--- src/hw/rtl/mtp_pkg.sv ---
package mtp_pkg;

  localparam int RATE_W    = 19;
  localparam int TEMPO_W   = 18;
  localparam int BPB_SET_W = 8;
  localparam int BPP_SET_W = 9;
  localparam int CFG_W     = 19;
  localparam int CFG_IDX_W = 2;

  localparam logic [CFG_IDX_W-1:0] REG_RATE  = 2'd0;
  localparam logic [CFG_IDX_W-1:0] REG_TEMPO = 2'd1;
  localparam logic [CFG_IDX_W-1:0] REG_BPB   = 2'd2;
  localparam logic [CFG_IDX_W-1:0] REG_BPP   = 2'd3;

  localparam logic [RATE_W-1:0]    RATE_RST  = 19'd48000;
  localparam logic [TEMPO_W-1:0]   TEMPO_RST = 18'd30720;
  localparam logic [BPB_SET_W-1:0] BPB_RST   = 8'd4;
  localparam logic [BPP_SET_W-1:0] BPP_RST   = 9'd4;

  // 60 s/min times Q8 tempo scale
  localparam int BEAT_DEN_K = 15360;
  localparam int BEAT_K_W   = 14;
  // widest divisor: beats per phrase times rate times 15360
  localparam int DIV_W      = 48;
  localparam int BPB_W      = 7;
  localparam int BPP_W      = 9;
  localparam int PBEATS_W   = 15;
  localparam int BPB_MAX    = 64;
  localparam int BPP_MAX    = 256;
  localparam int SIG_DEFAULT = 4;

  localparam int ST_W = 5;
  localparam logic [ST_W-1:0] ST_IDLE  = 5'd0;
  localparam logic [ST_W-1:0] ST_MLO   = 5'd1;
  localparam logic [ST_W-1:0] ST_MHI   = 5'd2;
  localparam logic [ST_W-1:0] ST_MADD  = 5'd3;
  localparam logic [ST_W-1:0] ST_DBEAT = 5'd4;
  localparam logic [ST_W-1:0] ST_DBAR  = 5'd5;
  localparam logic [ST_W-1:0] ST_DPHR  = 5'd6;
  localparam logic [ST_W-1:0] ST_DBFR  = 5'd7;
  localparam logic [ST_W-1:0] ST_MBAR  = 5'd8;
  localparam logic [ST_W-1:0] ST_ABAR  = 5'd9;
  localparam logic [ST_W-1:0] ST_DBARF = 5'd10;
  localparam logic [ST_W-1:0] ST_MPHR  = 5'd11;
  localparam logic [ST_W-1:0] ST_APHR  = 5'd12;
  localparam logic [ST_W-1:0] ST_DPHRF = 5'd13;
  localparam logic [ST_W-1:0] ST_DSEC  = 5'd14;
  localparam logic [ST_W-1:0] ST_DSECF = 5'd15;
  localparam logic [ST_W-1:0] ST_DONE  = 5'd16;

  typedef struct packed {
    logic signed [15:0] frames;
    logic               restart;
  } item_t;

  typedef struct packed {
    logic [47:0] frame_position;
    logic [47:0] beat_count;
    logic [47:0] bar_count;
    logic [47:0] phrase_count;
    logic [5:0]  beat_within_bar;
    logic [13:0] beat_within_phrase;
    logic [15:0] beat_fraction;
    logic [15:0] bar_fraction;
    logic [15:0] phrase_fraction;
    logic [47:0] seconds_whole;
    logic [15:0] seconds_fraction;
  } result_t;

  typedef struct packed {
    logic [ST_W-1:0] op;
    logic            take;
    logic            go;
    logic            load;
  } cmd_t;

  typedef struct packed {
    logic div_done;
    logic bypass;
    logic rate_zero;
  } sts_t;

endpackage

--- src/hw/rtl/mtp_ctrl.sv ---
module mtp_ctrl (
  input  logic           clk,
  input  logic           rst,
  input  logic           item_valid,
  output logic           item_stall,
  output logic           result_valid,
  input  logic           result_stall,
  input  mtp_pkg::sts_t  sts,
  output mtp_pkg::cmd_t  cmd
);

  logic [mtp_pkg::ST_W-1:0] state;
  logic [mtp_pkg::ST_W-1:0] state_next;
  logic                     started;
  logic                     is_div;
  logic                     sec_skip;

  always_comb begin
    case (state) inside
      mtp_pkg::ST_DBEAT, mtp_pkg::ST_DBAR, mtp_pkg::ST_DPHR, mtp_pkg::ST_DBFR,
      mtp_pkg::ST_DBARF, mtp_pkg::ST_DPHRF, mtp_pkg::ST_DSEC,
      mtp_pkg::ST_DSECF: is_div = 1'b1;
      default:           is_div = 1'b0;
    endcase
  end

  assign sec_skip   = (state == mtp_pkg::ST_DSEC) && sts.rate_zero;
  assign item_stall = (state != mtp_pkg::ST_IDLE);
  assign cmd.op     = state;
  assign cmd.take   = item_valid && (state == mtp_pkg::ST_IDLE);
  assign cmd.go     = is_div && !started && !sec_skip;
  assign cmd.load   = (state == mtp_pkg::ST_DONE) && (!result_valid || !result_stall);

  always_comb begin
    state_next = state;
    unique case (state)
      mtp_pkg::ST_IDLE:  if (cmd.take) state_next = mtp_pkg::ST_MLO;
      mtp_pkg::ST_MLO:   state_next = mtp_pkg::ST_MHI;
      mtp_pkg::ST_MHI:   state_next = mtp_pkg::ST_MADD;
      mtp_pkg::ST_MADD:  state_next = sts.bypass ? mtp_pkg::ST_DBAR : mtp_pkg::ST_DBEAT;
      mtp_pkg::ST_DBEAT: if (sts.div_done) state_next = mtp_pkg::ST_DBAR;
      mtp_pkg::ST_DBAR:  if (sts.div_done) state_next = mtp_pkg::ST_DPHR;
      mtp_pkg::ST_DPHR:  if (sts.div_done) state_next = mtp_pkg::ST_DBFR;
      mtp_pkg::ST_DBFR:  if (sts.div_done) state_next = mtp_pkg::ST_MBAR;
      mtp_pkg::ST_MBAR:  state_next = mtp_pkg::ST_ABAR;
      mtp_pkg::ST_ABAR:  state_next = mtp_pkg::ST_DBARF;
      mtp_pkg::ST_DBARF: if (sts.div_done) state_next = mtp_pkg::ST_MPHR;
      mtp_pkg::ST_MPHR:  state_next = mtp_pkg::ST_APHR;
      mtp_pkg::ST_APHR:  state_next = mtp_pkg::ST_DPHRF;
      mtp_pkg::ST_DPHRF: if (sts.div_done) state_next = mtp_pkg::ST_DSEC;
      mtp_pkg::ST_DSEC: begin
        if (sec_skip) begin
          state_next = mtp_pkg::ST_DONE;
        end else if (sts.div_done) begin
          state_next = mtp_pkg::ST_DSECF;
        end
      end
      mtp_pkg::ST_DSECF: if (sts.div_done) state_next = mtp_pkg::ST_DONE;
      mtp_pkg::ST_DONE:  if (cmd.load) state_next = mtp_pkg::ST_IDLE;
      default:           state_next = mtp_pkg::ST_IDLE;
    endcase
  end

  always_ff @(posedge clk) begin
    if (rst) begin
      state        <= mtp_pkg::ST_IDLE;
      started      <= 1'b0;
      result_valid <= 1'b0;
    end else begin
      state <= state_next;
      if (sts.div_done) begin
        started <= 1'b0;
      end else if (cmd.go) begin
        started <= 1'b1;
      end
      if (cmd.load) begin
        result_valid <= 1'b1;
      end else if (!result_stall) begin
        result_valid <= 1'b0;
      end
    end
  end

endmodule

--- config.mk ---
export PLATFORM = sky130hd
export DESIGN_NAME = mtp_ctrl
export DESIGN_NICKNAME = d
export VERILOG_FILES = /design/src/hw/rtl/mtp_pkg.sv /design/src/hw/rtl/mtp_ctrl.sv
export SDC_FILE = /design/constraint.sdc
export NUM_CORES = 1
export LEC_CHECK = 0
export BUFFER_PORTS_ARGS = -buffer_cell sky130_fd_sc_hd__buf_2
export CAP_MARGIN = 20
export CORE_AREA = 2 2 39 41
export CTS_CLUSTER_SIZE = 12
export DETAILED_ROUTE_END_ITERATION = 6
export DIE_AREA = 0 0 41 43
export GPL_TIMING_DRIVEN = 0
export SETUP_SLACK_MARGIN = 0.02
export SLEW_MARGIN = 20
export SYNTH_ARGS = -nofsm -noshare
export SYNTH_HDL_FRONTEND = slang
export SYNTH_SLANG_ARGS = --single-unit
--- constraint.sdc ---
create_clock -name clk -period 5.3 [get_ports clk]
set_clock_uncertainty 0.15 [all_clocks]
set_input_delay 0.53 -clock clk [delete_from_list [all_inputs] [get_ports clk]]
set_output_delay 0.53 -clock clk [all_outputs]
set_load 0.01 [all_outputs]
==> flow_summary_export.csv <==
group,metric,value,unit
route,wire_per_inst,11.8,um
logic_synthesis,yosysTopAreaCell,"dfxtp_1",
pwr,power.internal,0.128,mW
global_routing,grt_overflow,0,
pwr,p_leak,0.274,nW
logic_synthesis,mappedNetlistNets,70,
timing,maxSlewViolCount,0,
clock_network,cts_made_buffers,3,
logic_synthesis,synth_seq_area_share,28.2,%
global_routing,grt_pass1_wl,1810,um
final_layout,fin_area,618,sq um
logic_synthesis,synth.distinct_cells,32,
critical_path,critPathKind,"reg2out",
global_routing,grt_max_degree,11,
pwr,power_density,343,nW/um^2
clock_network,htreeDepth,1,
timing,period_needed,2.24,ns
timing,max_freq,446,MHz
route,drt_first_pass_iters,4,
logic_synthesis,netlist_instances,63,
die,design.die.area,1760,sq um
final_layout,area_growth,24.4,%
timing,hold_viol,0,
critical_path,crit_required,4.62,ns
critical_path,start_kind,"flop",
logic_synthesis,async_flop_share,0,%
clock_network,clk_path_buf_depth,2,
outcome,status,"complete, no violations",
pwr,swShare,39.9,%
logic_synthesis,yosysMostFrequentCell,"nor2_1",
timing,setup_tns,0,ns
route,drt-total-wl,1150,um
place,globalplace.congestion,0.732,
place,numPortBuffers,15,
die,core_area,1380,sq um
logic_synthesis,ys.flop_type,"dfxtp_1",
pwr,share_seq_of_total_power,31.3,%
critical_path,cp_max_fo,10,
timing,slew_headroom,71.0,%
logic_synthesis,synth_area,497,sq um
die,ioPinCount,17,
final_layout,drive_above_1_share,31.7,%
pwr,p_switching,0.0846,mW
logic_synthesis,yosysTopAreaCellShare,28.2,%
route,first_iter_violations,8,
route,viasPerCell,5.35,
route,num_vias,524,
timing,tightestPinTransition,0.435,ns
clock_network,clock_sinks,7,
pwr,clkPwrFrac,25.0,%
global_routing,antenna_found_initial,0,
logic_synthesis,synth-seq-cells,7,
die,dieHeight,43,um
global_routing,grt_pass1_vias,424,
pwr,vdd_drop_max,155,uV
die,start_util,35.9,%
logic_synthesis,yosys-top-cells-area,"dfxtp_1, nor2_1, a21oi_1",
clock_network,hold_buffers,0,
logic_synthesis,ys_warn_count,0,
clock_network,clk_pin_slew,0.06,ns
pwr,combinationalPowerShare,43.7,%
timing,min_period_over_period,42.3,%
critical_path,end_kind,"output pin",
timing,rsz0062_at_grt,"false",
critical_path,critPathArrivalTime,1.56,ns
place,place_area,592,sq um
clock_network,cts.repair.resized,0,
final_layout,antennaDiodeCount,0,
logic_synthesis,synth_common_cells,"nor2_1, dfxtp_1, a21oi_1, nor3_1, nand3_1",
route,drc,0,
clock_network,cts-root-buf,"clkbuf_4",
job,maxCapViolations,0,
route,ant_nets,0,
clock_network,cts_tree,"built",
timing,setup_viol,0,
clock_network,post_cts.repair.setup_buffers,0,
die,num_rows,14,
die,die_x,41,um
clock_network,clk_latency,0.26,ns
final_layout,fin_nets,90,
place,dpl.hpwl,791,um
hold_path,hold_path_class,"reg2reg",
global_routing,grt_usage,15.3,%
logic_synthesis,synth_edf_count,0,
logic_synthesis,syn_avg_cell_area,7.88,sq um
-- worst paths after layout --
kind         cells past startpoint                  start  slack, ns                    end
max                              5  state[2]$_SDFFE_PP0P_       3.06                 cmd[0]
min                              1   started$_SDFFE_PP0P_       0.32   started$_SDFFE_PP0P_
min reg2reg                      1   started$_SDFFE_PP0P_       0.32   started$_SDFFE_PP0P_
max reg2reg                      5  state[2]$_SDFFE_PP0P_       3.47  state[3]$_SDFFE_PP0P_
-- flip-flops by register name (all words and copies together) (netlist names) --
register      count
started           1
state             5
result_valid      1
-- layout make-up --
class / count / area (sq um)
fillers: 145 / 766
clock buffers: 4 / 26.3
well taps: 16 / 20.0
flip-flops and latches: 7 / 140
plain buffers: 6 / 35.0
inverters: 1 / 3.75
multi-input cells: 49 / 318
repair buffers: 15 / 75.1
-- worst max-delay path, cell delays in order (launching register included) --
cell     delay (ns)
dfxtp_1        0.33
buf_4          0.17
nor4_2         0.41
nand2_1        0.12
a21oi_1        0.12
buf_2          0.14
-- metrics by stage --
| stage | hold WS (ns) | total power [mW] | setup slack [ns] | util (%) | std cells |
|---|---|---|---|---|---|
| after detailed placement | 0.307 | 0.160 | 3.31 | 42.8 | 94 |
| after floorplan | 0.292 | 0.133 | 3.39 | - | 63 |
| after global routing | 0.339 | 0.224 | 2.94 | 44.7 | 98 |
| final | 0.316 | 0.212 | 3.06 | 44.7 | 98 |
| after CTS | 0.321 | 0.211 | 3.06 | 44.7 | 98 |
| after global placement | 0.299 | 0.160 | 3.31 | 42.8 | 94 |
-- cell families after synthesis --
logic type      Yosys count  synth area share (%)
compound gates           16                  22.4
mux                       3                  7.05
flops                     7                  28.2
simple gates             30                  34.5
buf+inv                   7                  7.81
-- per-layer routing --
layer | track usage, % | routed length (um) | vias to the layer above
met4 | 13.3 | 10 | 0
met1 | 21.2 | 525 | 240
met3 | 3.14 | 66 | 2
met5 | 0 | 0 | -
li1 | - | - | 265
met2 | 18.8 | 549 | 17
-- power groups by stage --
stage	sequential, mW	clock [mW]	combinational [mW]
global placement	0.0681	0	0.0920
detailed placement	0.0680	0	0.0921
finish	0.0664	0.0531	0.0927
global route	0.0674	0.0549	0.102
floorplan	0.0702	0	0.0630
CTS	0.0667	0.0520	0.0927
-- cells in the final DEF (no fill, tap or decap) --
master    instances
a21o_1            1
buf_2            16
clkbuf_1          3
a31oi_1           2
nor4_2            1
and3_1            1
mux2_1            1
buf_4             1
dfxtp_1           7
nor2_1            8
buf_1             1
o21ai_1           1
clkbuf_4          3
inv_1             1
nor2b_1           1
nand2_1           3
nor2b_4           1
o211ai_1          1
nand3_1           4
o31ai_1           2
a21boi_2          1
nand2b_1          2
mux2i_2           1
o21a_1            2
nand4_1           1
mux2i_1           1
nor3b_1           1
a21oi_1           5
or4b_1            1
nor3_1            5
and4b_1           1
o31ai_2           1
buf_6             1
(Power assumes the default switching activity.)
